$ cat config.mk
export PLATFORM = sky130hd
export DESIGN_NAME = sorted_array_priority_queue
export DESIGN_NICKNAME = d
export VERILOG_FILES = /design/src/sv/sapq_pkg.sv /design/src/sv/sapq_datapath.sv /design/src/sv/sapq_ctrl.sv /design/src/sv/sorted_array_priority_queue.sv
export VERILOG_INCLUDE_DIRS = /design/src /design/src/sv
export SDC_FILE = /design/constraint.sdc
export NUM_CORES = 1
export LEC_CHECK = 0
export BUFFER_PORTS_ARGS = -buffer_cell sky130_fd_sc_hd__buf_4
export CORE_AREA = 10 10 222 277
export CTS_CLUSTER_SIZE = 8
export DETAILED_ROUTE_END_ITERATION = 16
export DIE_AREA = 0 0 232 287
export MAX_ROUTING_LAYER = met4
export PLACE_DENSITY = 0.75
export REMOVE_ABC_BUFFERS = 1
export SKIP_CTS_REPAIR_TIMING = 1
export SYNTH_ARGS = -nofsm -noshare
export SYNTH_HDL_FRONTEND = slang
export SYNTH_SLANG_ARGS = --single-unit
$ cat constraint.sdc
create_clock -name clock -period 4 [get_ports clock]
set_input_delay 0.2 -clock clock [delete_from_list [all_inputs] [get_ports clock]]
set_output_delay 0.2 -clock clock [all_outputs]
set_load 0.05 [all_outputs]
$ cat src/sv/assert_macros.svh
// Assertion macros shared by the RTL that carries checks.
// No dependencies; include by bare file name.
`ifndef ASSERT_MACROS_SVH
`define ASSERT_MACROS_SVH
`ifndef ASSERT_OFF
// property must hold at every clock edge outside reset
`define ASSERT_CLK(label, clk, rst, prop) \
   label: assert property (@(posedge clk) disable iff (rst) (prop)) \
      else $error("%m: property failed");
// expression must never be true outside reset
`define ASSERT_NEVER(label, clk, rst, expr) \
   label: assert property (@(posedge clk) disable iff (rst) !(expr)) \
      else $error("%m: forbidden condition seen");
`else
`define ASSERT_CLK(label, clk, rst, prop)
`define ASSERT_NEVER(label, clk, rst, expr)
`endif
`endif

$ cat src/sv/sapq_pkg.sv
// Types, codes and defaults for the sorted array priority queue.
// No dependencies.
package sapq_pkg;

   localparam int DEPTH_DEFAULT = 16;
   localparam int CAP_W         = 5;
   localparam int OCC_W         = 5;

   // operation codes
   localparam logic CMD_ENQUEUE = 1'b0;
   localparam logic CMD_DEQUEUE = 1'b1;

   // result status codes
   localparam logic [1:0] ST_OK    = 2'd0;
   localparam logic [1:0] ST_FULL  = 2'd1;
   localparam logic [1:0] ST_EMPTY = 2'd2;

   // array read address select
   localparam logic [1:0] RD_ZERO = 2'd0;
   localparam logic [1:0] RD_K    = 2'd1;
   localparam logic [1:0] RD_PREV = 2'd2;

   typedef struct packed {
      logic               cmd;
      logic signed [31:0] item_value;
      logic [7:0]         item_priority;
   } req_type;

   typedef struct packed {
      logic [1:0]         status;
      logic signed [31:0] out_value;
      logic [OCC_W-1:0]   occupancy;
   } rsp_type;

   typedef struct packed {
      logic [7:0]         prio;
      logic signed [31:0] value;
   } entry_type;

   // controller to datapath
   typedef struct packed {
      logic       load_req;
      logic [1:0] rd_sel;
      logic       wr_en;
      logic       wr_at_prev;
      logic       wr_new;
      logic       k_load_count;
      logic       k_load_one;
      logic       k_dec;
      logic       k_inc;
      logic       load_result;
      logic       commit;
   } ctl_cmd_type;

   // datapath to controller
   typedef struct packed {
      logic is_deq;
      logic is_full;
      logic is_empty;
      logic k_zero;
      logic k_at_count;
      logic rd_greater;
   } dp_status_type;

endpackage

$ cat src/sv/sapq_datapath.sv
// Datapath: entry array, count, capacity, insertion index and result register.
// Depends on sapq_pkg.
module sapq_datapath
   import sapq_pkg::*;
#(
   parameter int DEPTH = DEPTH_DEFAULT
) (
   input  logic          clock,
   input  logic          reset,
   input  req_type       req_data,
   input  logic          csr_we,
   input  logic [CAP_W-1:0] csr_data,
   input  ctl_cmd_type   cmd,
   output dp_status_type stat,
   output rsp_type       rsp_data
);

   localparam int AW   = $clog2(DEPTH);
   localparam int CW   = $clog2(DEPTH + 1);
   localparam int CMPW = (CW > CAP_W) ? CW : CAP_W;

   entry_type          mem_ff [DEPTH];
   entry_type          rd_ff;
   req_type            req_ff;
   logic [CAP_W-1:0]   cap_ff;
   logic [CW-1:0]      count_ff, count_in;
   logic [CW-1:0]      k_ff, k_in;
   logic signed [31:0] result_ff;
   rsp_type            rsp_ff, rsp_in;

   logic [CW-1:0] k_prev;
   logic [AW-1:0] rd_addr, wr_addr;
   entry_type     wr_data;
   logic          is_full, is_empty, is_deq;

   // index arithmetic and array addressing
   assign k_prev  = k_ff - CW'(1);
   assign wr_addr = cmd.wr_at_prev ? k_prev[AW-1:0] : k_ff[AW-1:0];
   assign wr_data = cmd.wr_new ? entry_type'{prio: req_ff.item_priority,
                                             value: req_ff.item_value} : rd_ff;

   always_comb begin
      case (cmd.rd_sel)
         RD_K:    rd_addr = k_ff[AW-1:0];
         RD_PREV: rd_addr = k_prev[AW-1:0];
         default: rd_addr = '0;
      endcase
   end

   // full when count reaches the written capacity or the array depth
   assign is_full  = (CMPW'(count_ff) >= CMPW'(cap_ff)) || (count_ff >= CW'(DEPTH));
   assign is_empty = (count_ff == '0);
   assign is_deq   = (req_ff.cmd == CMD_DEQUEUE);

   assign stat.is_deq     = is_deq;
   assign stat.is_full    = is_full;
   assign stat.is_empty   = is_empty;
   assign stat.k_zero     = (k_ff == '0);
   assign stat.k_at_count = (k_ff == count_ff);
   assign stat.rd_greater = (rd_ff.prio > req_ff.item_priority);

   // insertion / shift index
   always_comb begin
      k_in = k_ff;
      if (cmd.k_load_count) begin
         k_in = count_ff;
      end else if (cmd.k_load_one) begin
         k_in = CW'(1);
      end else if (cmd.k_dec) begin
         k_in = k_prev;
      end else if (cmd.k_inc) begin
         k_in = k_ff + CW'(1);
      end
   end

   // count after the operation, and the result beat
   always_comb begin
      count_in = count_ff;
      if (!is_deq && !is_full) begin
         count_in = count_ff + CW'(1);
      end else if (is_deq && !is_empty) begin
         count_in = count_ff - CW'(1);
      end
      if (is_deq) begin
         rsp_in.status = is_empty ? ST_EMPTY : ST_OK;
      end else begin
         rsp_in.status = is_full ? ST_FULL : ST_OK;
      end
      rsp_in.out_value = (is_deq && !is_empty) ? result_ff : 32'sd0;
      rsp_in.occupancy = OCC_W'(count_in);
   end

   // entry array: one write and one registered read per cycle
   always_ff @(posedge clock) begin
      if (cmd.wr_en) begin
         mem_ff[wr_addr] <= wr_data;
      end
      rd_ff <= mem_ff[rd_addr];
   end

   // control registers
   always_ff @(posedge clock) begin
      if (reset) begin
         count_ff <= '0;
         cap_ff   <= CAP_W'(16);
      end else begin
         if (cmd.commit) begin
            count_ff <= count_in;
         end
         if (csr_we) begin
            cap_ff <= csr_data;
         end
      end
   end

   // payload registers
   always_ff @(posedge clock) begin
      k_ff <= k_in;
      if (cmd.load_req) begin
         req_ff <= req_data;
      end
      if (cmd.load_result) begin
         result_ff <= rd_ff.value;
      end
      if (cmd.commit) begin
         rsp_ff <= rsp_in;
      end
   end

   assign rsp_data = rsp_ff;

endmodule

$ cat src/sv/sapq_ctrl.sv
// Controller: sequences insertion and removal shifts over the entry array.
// Depends on sapq_pkg.
module sapq_ctrl
   import sapq_pkg::*;
(
   input  logic          clock,
   input  logic          reset,
   input  logic          req_valid,
   output logic          req_stall,
   output logic          rsp_valid,
   input  logic          rsp_stall,
   input  dp_status_type stat,
   output ctl_cmd_type   cmd
);

   localparam logic [2:0] S_IDLE     = 3'd0;
   localparam logic [2:0] S_DECIDE   = 3'd1;
   localparam logic [2:0] S_ENQ_RD   = 3'd2;
   localparam logic [2:0] S_ENQ_CMP  = 3'd3;
   localparam logic [2:0] S_DEQ_HEAD = 3'd4;
   localparam logic [2:0] S_DEQ_RD   = 3'd5;
   localparam logic [2:0] S_DEQ_MV   = 3'd6;
   localparam logic [2:0] S_FIN      = 3'd7;

   logic [2:0] state_ff, state_in;
   logic       rsp_valid_ff, rsp_valid_in;
   logic       slot_free;

   assign req_stall = (state_ff != S_IDLE);
   assign rsp_valid = rsp_valid_ff;
   assign slot_free = !rsp_valid_ff || !rsp_stall;

   // next state and datapath commands
   always_comb begin
      state_in = state_ff;
      cmd      = '0;
      case (state_ff)
         S_IDLE: begin
            if (req_valid) begin
               cmd.load_req = 1'b1;
               state_in     = S_DECIDE;
            end
         end
         S_DECIDE: begin
            if (stat.is_deq) begin
               if (stat.is_empty) begin
                  state_in = S_FIN;
               end else begin
                  cmd.rd_sel = RD_ZERO;
                  state_in   = S_DEQ_HEAD;
               end
            end else if (stat.is_full) begin
               state_in = S_FIN;
            end else begin
               cmd.k_load_count = 1'b1;
               state_in         = S_ENQ_RD;
            end
         end
         S_ENQ_RD: begin
            if (stat.k_zero) begin
               cmd.wr_en  = 1'b1;
               cmd.wr_new = 1'b1;
               state_in   = S_FIN;
            end else begin
               cmd.rd_sel = RD_PREV;
               state_in   = S_ENQ_CMP;
            end
         end
         S_ENQ_CMP: begin
            // move the larger entry up one place, or drop the new one in
            cmd.wr_en = 1'b1;
            if (stat.rd_greater) begin
               cmd.k_dec = 1'b1;
               state_in  = S_ENQ_RD;
            end else begin
               cmd.wr_new = 1'b1;
               state_in   = S_FIN;
            end
         end
         S_DEQ_HEAD: begin
            cmd.load_result = 1'b1;
            cmd.k_load_one  = 1'b1;
            state_in        = S_DEQ_RD;
         end
         S_DEQ_RD: begin
            if (stat.k_at_count) begin
               state_in = S_FIN;
            end else begin
               cmd.rd_sel = RD_K;
               state_in   = S_DEQ_MV;
            end
         end
         S_DEQ_MV: begin
            cmd.wr_en      = 1'b1;
            cmd.wr_at_prev = 1'b1;
            cmd.k_inc      = 1'b1;
            state_in       = S_DEQ_RD;
         end
         S_FIN: begin
            // wait for the output register to be free
            if (slot_free) begin
               cmd.commit = 1'b1;
               state_in   = S_IDLE;
            end
         end
         default: begin
            state_in = S_IDLE;
         end
      endcase
   end

   assign rsp_valid_in = cmd.commit || (rsp_valid_ff && rsp_stall);

   always_ff @(posedge clock) begin
      if (reset) begin
         state_ff     <= S_IDLE;
         rsp_valid_ff <= 1'b0;
      end else begin
         state_ff     <= state_in;
         rsp_valid_ff <= rsp_valid_in;
      end
   end

endmodule

$ cat src/sv/sorted_array_priority_queue.sv
// Sorted array priority queue. One command in flight; the array moves one entry
// per read and write step through its single write and registered read port.
// A full enqueue or an empty dequeue goes straight to the result beat; an enqueue
// moves each entry of greater priority value up one place, a dequeue shifts the rest down.
// The next command is taken once the last has finished, even while its result waits.
// Synchronous active-high reset empties the queue and sets capacity to 16.
module sorted_array_priority_queue
   import sapq_pkg::*;
#(
   parameter int DEPTH = DEPTH_DEFAULT
) (
   input  logic             clock,
   input  logic             reset,
   input  logic             req_valid,
   output logic             req_stall,
   input  req_type          req_data,
   output logic             rsp_valid,
   input  logic             rsp_stall,
   output rsp_type          rsp_data,
   input  logic             csr_valid,
   output logic             csr_ready,
   input  logic [CAP_W-1:0] csr_data
);

`include "assert_macros.svh"

   ctl_cmd_type   ctl_cmd;
   dp_status_type dp_stat;

   assign csr_ready = 1'b1;

   sapq_ctrl u_ctrl (
      .clock     (clock),
      .reset     (reset),
      .req_valid (req_valid),
      .req_stall (req_stall),
      .rsp_valid (rsp_valid),
      .rsp_stall (rsp_stall),
      .stat      (dp_stat),
      .cmd       (ctl_cmd)
   );

   sapq_datapath #(
      .DEPTH (DEPTH)
   ) u_datapath (
      .clock    (clock),
      .reset    (reset),
      .req_data (req_data),
      .csr_we   (csr_valid && csr_ready),
      .csr_data (csr_data),
      .cmd      (ctl_cmd),
      .stat     (dp_stat),
      .rsp_data (rsp_data)
   );

   // an accepted beat keeps the block busy on the next cycle
   `ASSERT_CLK(a_busy_after_accept, clock, reset, req_valid && !req_stall |=> req_stall)
   // the array is only written while a command is in flight
   `ASSERT_NEVER(a_no_idle_write, clock, reset, ctl_cmd.wr_en && !req_stall)
   // a result is never loaded over one still waiting
   `ASSERT_NEVER(a_no_overwrite, clock, reset, ctl_cmd.commit && rsp_valid && rsp_stall)
   // an empty report carries no item and an empty queue
   `ASSERT_CLK(a_empty_result, clock, reset,
      rsp_valid && rsp_data.status == ST_EMPTY |->
      rsp_data.out_value == 32'sd0 && rsp_data.occupancy == '0)

endmodule

Yosys cells after proc, flatten, opt, wreduce, memory -nomap -nowiden:

Memories as Yosys holds them, arrays and structs flattened. A register that Yosys moved wholly into a read port is not among the register bits.
Index checks and enable logic that the tools add are counted.

* flip-flop bits (word level): 131
* RAM bits: 640
* input port bits: 51
* output and inout bits: 42
* logic and storage cells: 92
* memories kept: 1

* add/sub/neg operators: 4
* order comparisons: 3
* eq/ne operators: 12
* muxes and demuxes: 41
* reductions and logical operators: 19

Memory list
* u_datapath.mem_ff: words 16, bits a word 40, rd ports 1, clocked after Yosys merged registers in 1, write ports 1, line sapq_datapath.sv:22 `entry_type mem_ff [DEPTH];`

Operators with widths (number)
* 40-bit 2-to-1 mux: 1
* 5-bit 2-to-1 mux: 6
* 3-bit one-hot mux with 7 select lines: 1
* 1-bit 2-to-1 mux: 18
* 3-bit 2-to-1 mux: 6
* 3-bit == test, second input constant: 4
* 5-bit by 1-bit adder with 5-bit output, second input constant: 2
* 5-bit logical NOT: 2
* 5-bit by 1-bit subtractor with 5-bit output, second input constant: 2
* 8-bit greater-than comparator: 1
* 2-bit 2-to-1 mux: 4
* 4-bit one-hot mux with 2 select lines: 1
* 3-bit by 2-bit == test with 1-bit output, second input constant: 2
* 5-bit == test: 1
* 5-bit greater-or-equal comparator: 1
* 5-bit greater-or-equal comparator, second input constant: 1
* 1-bit logical NOT: 5
* 4-bit 2-to-1 mux: 1
* 1-bit one-hot mux with 2 select lines: 2
* 2-bit one-hot mux with 2 select lines: 1
* 4-bit nonzero test: 1
* 2-bit OR reduction: 2
* 3-bit by 1-bit == test with 1-bit output, second input constant: 1
* 1-bit logical AND: 3
* 8 further kinds: 10

Depth between registers and ports, before layout:

Gate-level depths: netlist of run 1.

* word-level depth: 6
* gate-level depth with buffers: 15
* gate-level depth less buffers: 12

Hierarchy:

Synthesis of run 1 repeated with hierarchy kept, for this count alone.

* cells, all modules: 1544
* area total of the unflattened synthesis: 31470.2 um^2

By module, submodules not included
* sapq_datapath: times used 1, cells an instance 1494, area an instance 31103.6 um^2, sequential area each 23732.8 um^2
* sapq_ctrl: times used 1, cells an instance 48, area an instance 355.3 um^2, sequential area each 80.1 um^2
* sorted_array_priority_queue: times used 1, cells an instance 2, area an instance 11.3 um^2, sequential area each 0.0 um^2

Least setup slack after synthesis of run 1:

No wires, ideal clock.

* path kind: flip-flop to flip-flop
* from: register u_datapath.k_ff[0]
* to: memory u_datapath.mem_ff[8][0] in the netlist's numbering, enable pin
* library setup time: 0.437 ns
* data arrival time: 3.491 ns
* data required time: 3.563 ns
* slack: 0.071 ns
* cell stages (with the launch flop): 10
* buffers on the path: 3
* period minus slack after synthesis: 3.929 ns
* cell sequence: edfxtp_1 buf_4 clkbuf_1 inv_1 ha_1 clkbuf_1 nor4_1 a21oi_1 o22a_1 nor2_1

* cells in the longest elaborated chain, start to end: 5
* elaborated cells on any way between the ends: 7
* classes of those cells: 1 x add/sub; 5 x mux; 1 x reduce/logical

RTL lines
* start, declared: line sapq_datapath.sv:27 `logic [CW-1:0] k_ff, k_in;`
* start signal, assigned: line sapq_datapath.sv:118 `k_ff <= k_in;`
* 5-bit logical NOT: line sapq_datapath.sv:58 `assign stat.k_zero = (k_ff == '0);`
* 1-bit 2-to-1 mux: line sapq_ctrl.sv:60 `if (stat.k_zero) begin`
* 1-bit one-hot mux with 2 select lines: line sapq_ctrl.sv:37 `case (state_ff)`
* 1-bit 2-to-1 mux: line sapq_datapath.sv:95 `if (cmd.wr_en) begin`
* 1-bit 2-to-1 mux (implied by the code): line sapq_datapath.sv:96 `mem_ff[wr_addr] <= wr_data;`
* end, declared: line sapq_datapath.sv:22

Parallel ways exist; a longest one is shown, timed or not.

Worst setup path after layout of run 1:

* from: register u_datapath.k_ff[1]
* to: register, netlist name u_datapath.rd_ff[1]

* cells in the longest elaborated chain, start to end: 5
* elaborated cells on any way between the ends: 9
* classes of those cells: 1 x add/sub; 3 x eq/ne; 4 x mux; 1 x reduce/logical

RTL lines
* 5-bit == test or 5-bit logical NOT (tied branches): line sapq_datapath.sv:59, sapq_datapath.sv:58
* 1-bit 2-to-1 mux or 2-bit 2-to-1 mux (tied branches): line sapq_ctrl.sv:86, sapq_ctrl.sv:60
* 2-bit one-hot mux with 2 select lines: line sapq_ctrl.sv:37
* 2-bit == test or 2-bit by 1-bit == test with 1-bit output (tied branches): line sapq_datapath.sv:43 `case (cmd.rd_sel)`
* 4-bit one-hot mux with 2 select lines (*): line sapq_datapath.sv:43

Mark *: on every way between the ends. The rest lies on a longest branch, timed or not.
A chain may end at the register's enable or synchronous reset.

==> results of run 1 <==
[flip-flops by register name, summed over array words and instances, names as in the netlist]
| name | cells |
|---|---|
| u_datapath.mem_ff | 640 |
| u_datapath.rd_ff | 40 |
| u_datapath.req_ff | 40 |
| u_datapath.rsp_data | 39 |
| u_datapath.result_ff | 32 |
| u_datapath.cap_ff | 5 |
| u_datapath.count_ff | 5 |
| u_datapath.k_ff | 5 |
| u_ctrl.state_ff | 3 |
| u_ctrl.rsp_valid | 1 |
| u_datapath.is_deq | 1 |
[worst max-delay path, stage by stage, from the launching register on]
cell,delay (ps)
sky130_fd_sc_hd__edfxtp_1,530
sky130_fd_sc_hd__inv_1,130
sky130_fd_sc_hd__ha_1,200
sky130_fd_sc_hd__a31oi_1,300
sky130_fd_sc_hd__nand2_1,170
sky130_fd_sc_hd__ha_1,310
sky130_fd_sc_hd__mux2i_4,240
sky130_fd_sc_hd__buf_12,230
sky130_fd_sc_hd__buf_12,290
sky130_fd_sc_hd__mux4_2,530
sky130_fd_sc_hd__and2_1,180
sky130_fd_sc_hd__a211oi_1,290
sky130_fd_sc_hd__a31oi_1,100
[area by class of cell]
class	instances	area (um^2)
Sequential cell	811	23800
Timing Repair Buffer	205	1990
Inverter	24	90.1
Tap cell	742	928
Fill cell	3484	18800
Clock inverter	8	149
Multi-Input combinational cell	647	6980
Clock buffer	187	3060
[layer usage]
metal | part of all wire (%) | global-route usage, %
met3 | 7.6 | 3.30
met5 | 0 | -
met1 | 38 | 27.3
met2 | 52 | 35.9
met4 | 2.8 | 8.57
[power by group through the flow]
stage | clock, W | combinational (W) | sequential [W]
2_1_floorplan | 0 | 0.00186 | 0.0106
3_3_place_gp | 0 | 0.00254 | 0.0106
3_5_place_dp | 0 | 0.00263 | 0.0106
4_1_cts | 0.00868 | 0.00266 | 0.0105
5_1_grt | 0.00906 | 0.00293 | 0.0105
6_report | 0.00857 | 0.00270 | 0.0105
[cells by family (layout without fill, tap and decap cells)]
group                    count (synthesis)  count (layout)  share of synthesized area [%]
AND/OR/NAND/NOR                        260             260                           4.08
other                                    1               1                         0.0120
multiplexers                           208             208                           13.3
XOR/XNOR                                15              15                          0.422
flip-flops                             811             811                           76.5
buffers and inverters                  110             424                           1.66
adder cells (fa/ha/maj)                 20              20                          0.804
AO/OA/AOI/OAI                          143             143                           3.25
[how the worst max path moves through the flow]
stage	startpoint	end
final	u_datapath.k_ff[1]	u_datapath.rd_ff[1]
after global routing	u_datapath.k_ff[1]	u_datapath.rd_ff[1]
after CTS	u_datapath.k_ff[1]	u_datapath.rd_ff[1]
after detailed placement	u_datapath.k_ff[1]	u_datapath.rd_ff[1]
after global placement	u_datapath.k_ff[1]	u_datapath.rd_ff[35]
after floorplan	u_datapath.k_ff[0]	u_datapath.rd_ff[0]
[through the flow]
step,utilization (%),instances
2_1_floorplan,-,1482
3_3_place_gp,59.5,2373
3_5_place_dp,59.5,2373
4_1_cts,65.3,2568
5_1_grt,66.3,2624
6_report,66.3,2624
[layout by cell type (no fill, tap or decap), types with 3 or more instances in the layout]
cell / count
sky130_fd_sc_hd__mux2_2: 39
sky130_fd_sc_hd__nor2_4: 19
sky130_fd_sc_hd__a211oi_1: 40
sky130_fd_sc_hd__nand3_1: 15
sky130_fd_sc_hd__mux4_2: 160
sky130_fd_sc_hd__o211ai_1: 6
sky130_fd_sc_hd__and2_1: 72
sky130_fd_sc_hd__a31oi_1: 43
sky130_fd_sc_hd__or3_1: 4
sky130_fd_sc_hd__o31ai_1: 3
sky130_fd_sc_hd__dlygate4sd3_1: 56
sky130_fd_sc_hd__dfxtp_1: 54
sky130_fd_sc_hd__xnor2_1: 9
sky130_fd_sc_hd__nand2_1: 100
sky130_fd_sc_hd__xor2_1: 6
sky130_fd_sc_hd__buf_4: 124
sky130_fd_sc_hd__o21ai_0: 15
sky130_fd_sc_hd__ha_1: 20
sky130_fd_sc_hd__a22o_1: 4
sky130_fd_sc_hd__buf_12: 25
sky130_fd_sc_hd__nor2_1: 19
sky130_fd_sc_hd__edfxtp_1: 757
sky130_fd_sc_hd__nor2b_1: 7
sky130_fd_sc_hd__nor3_1: 5
sky130_fd_sc_hd__inv_1: 23
sky130_fd_sc_hd__clkbuf_1: 76
sky130_fd_sc_hd__nand4_1: 4
sky130_fd_sc_hd__clkbuf_16: 111
sky130_fd_sc_hd__mux2i_1: 8
sky130_fd_sc_hd__a21oi_1: 11
==> results.txt, run 1 <==
- Outcome: completed
* Largest area contributor in the synthesized netlist: sky130_fd_sc_hd__edfxtp_1
- Portion of total power attributed to the clock network: 39.4%
- The worst path uses 92.0% of the clock period.
* Syn. warnings: 0
- The worst setup path is of the flop to flop kind.
- Buffers inserted during clock tree synthesis total 111.
* Total DRC errors in the routed layout: 0
- Portion of total power attributed to combinational logic: 12.4%
- The min-delay analysis places its worst path in the category input pin to flop.
- Fin Setup TNS: 0 ps
- Power Dens Cells: 587 nW/um^2
- Data on the critical path arrives at its endpoint at 4210 ps.
* Die ar.: 66600 um^2
- Worst slack on hold paths: 232 ps
- For this run, the leading register cell type out of synthesis is sky130_fd_sc_hd__edfxtp_1.
- OpenSTA, run right after detailed placement, puts the worst setup slack at between 400 and 500 ps.
- The detailed router finished its first iteration with 1767 violations.
* Largest driver fanout on the critical path: 32
- After synthesis, the netlist uses 60 different library cells.
- Total internal power: about 0.016 W
- Post-route total power: 0.0217 W
* Worst-margin pin slew: about 1000 ps
- Fin nets: roughly 1900
* Routed WL per cell: ~27 um
- Source of the worst register-to-register timing path: u_datapath.k_ff[1]
* Number of sinks on the clock net: 811
* Initial antenna violation count: 0
- From synthesis to final layout, the design area changed by 18.8%.
- Post-synth EDFFs: around 760
- Number of standard cells after synthesis: approximately 1600
* R2r endpoint: u_datapath.rd_ff[1]
- Summing all non-filler instances in the final layout gives an area of 37000 um^2.
- The share of the Yosys chip area taken by registers is 76.5%.
- Category of the worst setup path launch point: flop
- Fraction of final layout cells sized beyond drive strength 1: 26.6%
- After layout, the worst setup slack is between 300 and 400 ps.
- Setup repair after global routing missed its margin: false
* Average cell area after synthesis: 19.9 um^2
- 0 antenna diodes ended up in the layout.
- The worst setup path is captured at a flop.
- Sw Ratio: about a quarter
- Max Cap Viol: 0
- Derived from the worst setup path, the maximum achievable clock frequency is 0.272 GHz.
- I/O pin count: 93
* Pins Over Slew Limit: 0
* CTS Root Cell: sky130_fd_sc_hd__clkbuf_16
- Setup violations remaining at the end of the flow were counted as 0.
- The synthesized design devotes to its leading area cell type approximately 73% of total area.
- The floorplan has 97 rows.
* Hold EP: u_datapath.req_ff[39]
- The count of buffers added on input and output ports is 91.
* Clock transition at the registers of the reported paths: approximately 60 ps
- TritonCTS clock tree: done
* Hold Violations, Final: 0
- Largest net degree at the start of global routing: just over 60
* Total gr overflow: 0
- For this run, the total global-route usage over all layers was measured as 21.9%.
- Die Height: roughly 290 um
* Source of the worst hold timing path: req_data[39]
- On the final layout, the worst clock skew is 35.9 ps.
- In this run the horizontal extent of the chip is 232 um.
- Initial core utilization: 55.8%
* Clock H-tree levels: 3
* Static power due to leakage: 12.3 nW
- Net Sw Power: approximately 0.0053 W
* Flops & latches, synth: 811
* HPWL after DPL: around 36000 um
- In this run the standard cell core region covers 55800 um^2.
- Minimum period implied by the final worst setup slack: 3680 ps
* Slew margin rel.: about a third
* Most frequent cell after synthesis: sky130_fd_sc_hd__edfxtp_1
- The count of nets left with antenna violations once routing finished came out at 0.
- For the worst setup path, the data required time is roughly 4500 ps.
- The routed design has 70300 um of wire.
- Detailed-routing iteration count for the pre-antenna-repair pass: 6
- Wire length of the first global-routing pass: about 110000 um
- Of all flip-flops after synthesis, the portion carrying an async set or reset was 0%.
* Worst supply voltage drop on vdd: 359 uV
- Routed vias: 16100
- Counting instances, the worst hold path has a depth of 2.
- The clock reaches the later pin of the worst-skew pair after 680 ps.
- In the routed layout, each cell is associated on average with a via count of 6.12.
- Top cells by instance count after synthesis: sky130_fd_sc_hd__edfxtp_1, sky130_fd_sc_hd__mux4_2, sky130_fd_sc_hd__nand2_1, sky130_fd_sc_hd__and2_1, sky130_fd_sc_hd__dfxtp_1
* Biggest area contributors in the synthesized netlist: sky130_fd_sc_hd__edfxtp_1, sky130_fd_sc_hd__mux4_2, sky130_fd_sc_hd__dfxtp_1
- The worst register-to-register path has a setup slack of between 300 and 400 ps.
- Counting cells, the worst reg-to-reg path comes to 12.
* Placed Area: 33200 um^2
- Flop pwr share: approximately 48%
- The number of global-route vias before repair was 16700.
- Synthesized area: 31100 um^2
- No sink is reached through more buffers than the 3 on the longest clock path.
- Final weighted congestion in routability-driven placement: 0.795
Power figures use the tool's default switching activity.
==> inputs of run 2 (changes only) <==
--- a/config.mk
+++ b/config.mk
@@ -6,11 +6,12 @@
 export SDC_FILE = /design/constraint.sdc
 export NUM_CORES = 1
 export LEC_CHECK = 0
-export BUFFER_PORTS_ARGS = -buffer_cell sky130_fd_sc_hd__buf_4
+export BUFFER_PORTS_ARGS = -buffer_cell sky130_fd_sc_hd__buf_2
 export CORE_AREA = 10 10 222 277
 export CTS_CLUSTER_SIZE = 8
 export DETAILED_ROUTE_END_ITERATION = 16
 export DIE_AREA = 0 0 232 287
+export GPL_ROUTABILITY_DRIVEN = 0
 export MAX_ROUTING_LAYER = met4
 export PLACE_DENSITY = 0.75
 export REMOVE_ABC_BUFFERS = 1
==> results.txt, run 2 (synthesis gave the netlist of run 1 again) <==
* Power Dens Cells: 593 nW/um^2 (+0.93%)
- The average via count per standard cell was 6.14 (+0.42%).
* Outcome: completed
- The worst hold path begins at rsp_stall.
- The leakage power is 12.2 nW (-0.59%).
- The number of global-route vias before repair came to 16700 (+0.11%).
- Die Height: 287 um (unchanged)
- Critical-path cell list: inv_1 > ha_1 > a31oi_1 > nand2_1 > ha_1 > mux2i_4 > buf_12 > buf_4 > buf_4 > mux4_2 > a211oi_1 > a31oi_1
- Total gr overflow: 0 (unchanged)
* Slowest Stage Delay on Critical Path: 510 ps (-20 ps)
* Detailed-routing iteration count for the pre-antenna-repair pass: 5 (-1)
* Total internal power: 0.0167 W (+1.0%)
- The worst vdd rail ir drop was 311 uV (-13%).
- The first-iteration detailed-routing DRC count is 1762 (-0.28%).
- Setup repair after global routing missed its margin: false
- Die extent in x: 232 um (unchanged)
* Slew margin rel.: 31.9% (-1.3 points)
* Hold EP: u_ctrl.state_ff[1]
* Portion of total power attributed to the clock network: 39.7% (+0.3 points)
- The cell depth of the worst flop-to-flop path is 12 (unchanged).
* Top Registers: u_datapath.mem_ff x640, u_datapath.rd_ff x40, u_datapath.req_ff x40
* Number of flip-flops in the largest register: 640 (unchanged)
- Stages on the worst setup path: 12 (unchanged)
* Clock latency at the later pin of the worst-skew pair: 650 ps (-30 ps)
- The path class of the tightest hold or removal check is input pin to flop.
- The final number of max-transition violations is 0 (unchanged).
- Minimum period implied by the final worst setup slack: 3600 ps (-79.5 ps)
- Source of the worst register-to-register timing path: u_datapath.k_ff[1]
- Routed WL per cell: 27.3 um (+1.7%)
- The count of cells along the worst hold path came to 5 (+3).
* Cell row count: 97 (unchanged)
* Fin Setup TNS: 0 ps (unchanged)
- Wire length of the first global-routing pass: 106000 um (+1.1%)
- The worst register-to-register path ends at u_datapath.rd_ff[26].
- # port buffers: 91 (unchanged)
* Largest net degree at the start of global routing: 81 (+33%)
- GRT Resource Usage Total: 22.1% (+0.22 points)
- The HPWL after detailed placement came to 35400 um (-1.1%).
- Portion of the clock cycle consumed by the worst path in the final layout: 90.0% (-2.0 points)
- Worst-margin pin slew: 1020 ps (+16.8 ps)
- Drt total wl: 71300 um (+1.4%)
- Most frequent standard cell in the layout excluding fill and tap cells: sky130_fd_sc_hd__edfxtp_1
- The post-layout net count is 1864 (-0.37%).
- Area growth, synth to finish: 18.3%
- Final number of setup-violating endpoints: 0 (unchanged)
- Num CTS Buffers: 111 (unchanged)
- Net Sw Power: 0.00518 W (-1.4%)
* Max Cap Viol: 0 (unchanged)
- Finished layout cell area: 36800 um^2 (-0.49%)
* I/O pin count: 93 (unchanged)
- The share of final-layout standard cells stronger than drive strength 1 came to 26.1% (-0.49 points).
- Crit path buf inv count: 4 (+1)
- Routed vias: 16100 (+0.16%)
* Category of the worst setup path launch point: flop
- The flop-to-flop setup slack came to 400 ps (+80 ps).
- Post-placement setup slack: 419 ps (-17.8 ps)
* Master of the slowest instance on the critical path: sky130_fd_sc_hd__edfxtp_1
- The worst setup path is captured at a flop.
- Clock transition at the registers of the reported paths: 50 ps (about the same)
- Buffers from clock root to sink, at most: 3 (unchanged)
- Fmax: 0.278 GHz (+2.2%)
* Portion of total power attributed to combinational logic: 12.4% (about the same)
* Register with the most flip-flops: u_datapath.mem_ff
- The root buffer cell chosen for the clock tree is sky130_fd_sc_hd__clkbuf_16.
* Sw Ratio: 23.7% (-0.44 points)
- The endpoint arrival time on the critical path is 4110 ps (-100 ps).
- Initial core utilization: 55.8% (unchanged)
- The placeable core area came to 55800 um^2 (unchanged).
- Die ar.: 66600 um^2 (unchanged)
- Leaving out fill and tap cells, the most frequent cells in the layout are sky130_fd_sc_hd__edfxtp_1, sky130_fd_sc_hd__mux4_2, sky130_fd_sc_hd__clkbuf_16.
- The largest clock skew in the final design was 21.1 ps (-14.7 ps).
- Initial antenna violation count: 1 (+1)
* Total DRC errors in the routed layout: 0 (unchanged)
* Largest driver fanout on the critical path: 18 (-44%)
- Number of sinks on the clock net: 811 (unchanged)
* Required time at the worst-slack endpoint: 4510 ps (-20 ps)
- Ant diodes: 0 (unchanged)
* Smallest setup slack after layout: 400 ps (+79.5 ps)
* Start-to-end type of the worst setup path: flop to flop
- Worst slack on hold paths: 34.9 ps (-197 ps)
- Final ANT Viol Nets: 0 (unchanged)
- TritonCTS built the clock tree.
- The number of endpoints with negative hold slack in the final report is 0 (unchanged).
- The CTS H-tree depth is 3 (unchanged).
- The kind of cell with the highest combined delay along the critical path is buffers and inverters.
* Placed Area: 33000 um^2 (-0.69%)
- Flop pwr share: 47.9% (-0.2 points)
## run 2: changes by cell type in the layout (fill, tap and decap cells not counted), sizes merged, moves of 2 or more
cell	previous run	this run
clkbuf	187	192
inv	27	24
buf	149	139
dlygate4sd3	56	59
clkinv	4	2
## run 2: power by group through the flow
stage,sequential [W],clock [W],combinational [W]
floorplan,0.0106,0,0.00186
global placement,0.0106,0,0.00254
detailed placement,0.0106,0,0.00265
CTS,0.0104,0.00878,0.00268
global route,0.0105,0.00915,0.00296
finish,0.0105,0.00866,0.00272
## run 2: worst max-delay path by stage
stage                            start  slack (ps)                   end
floorplan           u_datapath.k_ff[0]       -5860   u_datapath.rd_ff[0]
global placement    u_datapath.k_ff[1]         560  u_datapath.rd_ff[26]
detailed placement  u_datapath.k_ff[1]         420  u_datapath.rd_ff[26]
CTS                 u_datapath.k_ff[1]         360  u_datapath.rd_ff[16]
global route        u_datapath.k_ff[1]         110  u_datapath.rd_ff[16]
finish              u_datapath.k_ff[1]         400  u_datapath.rd_ff[26]
## run 2: area by class of cell
type                       count  area, um^2
clock inverter                 3        62.6
clock buffer                 192        3170
multi-input combinational    647        6980
sequential                   811       23800
inverter                      24        90.1
timing repair buffer         198        1790
fill                        3528       19000
tap                          742         928
## run 2: worst reg2reg max path: stages (launching register included)
cell                       delay [ps]
sky130_fd_sc_hd__edfxtp_1         510
sky130_fd_sc_hd__inv_1            140
sky130_fd_sc_hd__ha_1             200
sky130_fd_sc_hd__a31oi_1          320
sky130_fd_sc_hd__nand2_1          180
sky130_fd_sc_hd__ha_1             300
sky130_fd_sc_hd__mux2i_4          240
sky130_fd_sc_hd__buf_12           240
sky130_fd_sc_hd__buf_4            320
sky130_fd_sc_hd__buf_4            210
sky130_fd_sc_hd__mux4_2           500
sky130_fd_sc_hd__a211oi_1         250
sky130_fd_sc_hd__a31oi_1           60
## run 2: metal layers
| layer | up-vias | global-route usage (%) | share of wire (%) |
|---|---|---|---|
| met4 | 0 | 8.95 | 3.1 |
| met5 | - | - | 0 |
| met2 | 805 | 35.2 | 51 |
| met1 | 8322 | 28.2 | 39 |
| met3 | 157 | 3.66 | 7.5 |
| li1 | 6794 | - | - |
## run 2: per-stage QoR
stage | utilization (%) | total power [W] | instances
after floorplan | - | 0.0124 | 1482
after global placement | 59.1 | 0.0131 | 2363
after detailed placement | 59.1 | 0.0132 | 2363
after CTS | 64.9 | 0.0219 | 2558
after global routing | 66.0 | 0.0226 | 2617
final | 66.0 | 0.0218 | 2617
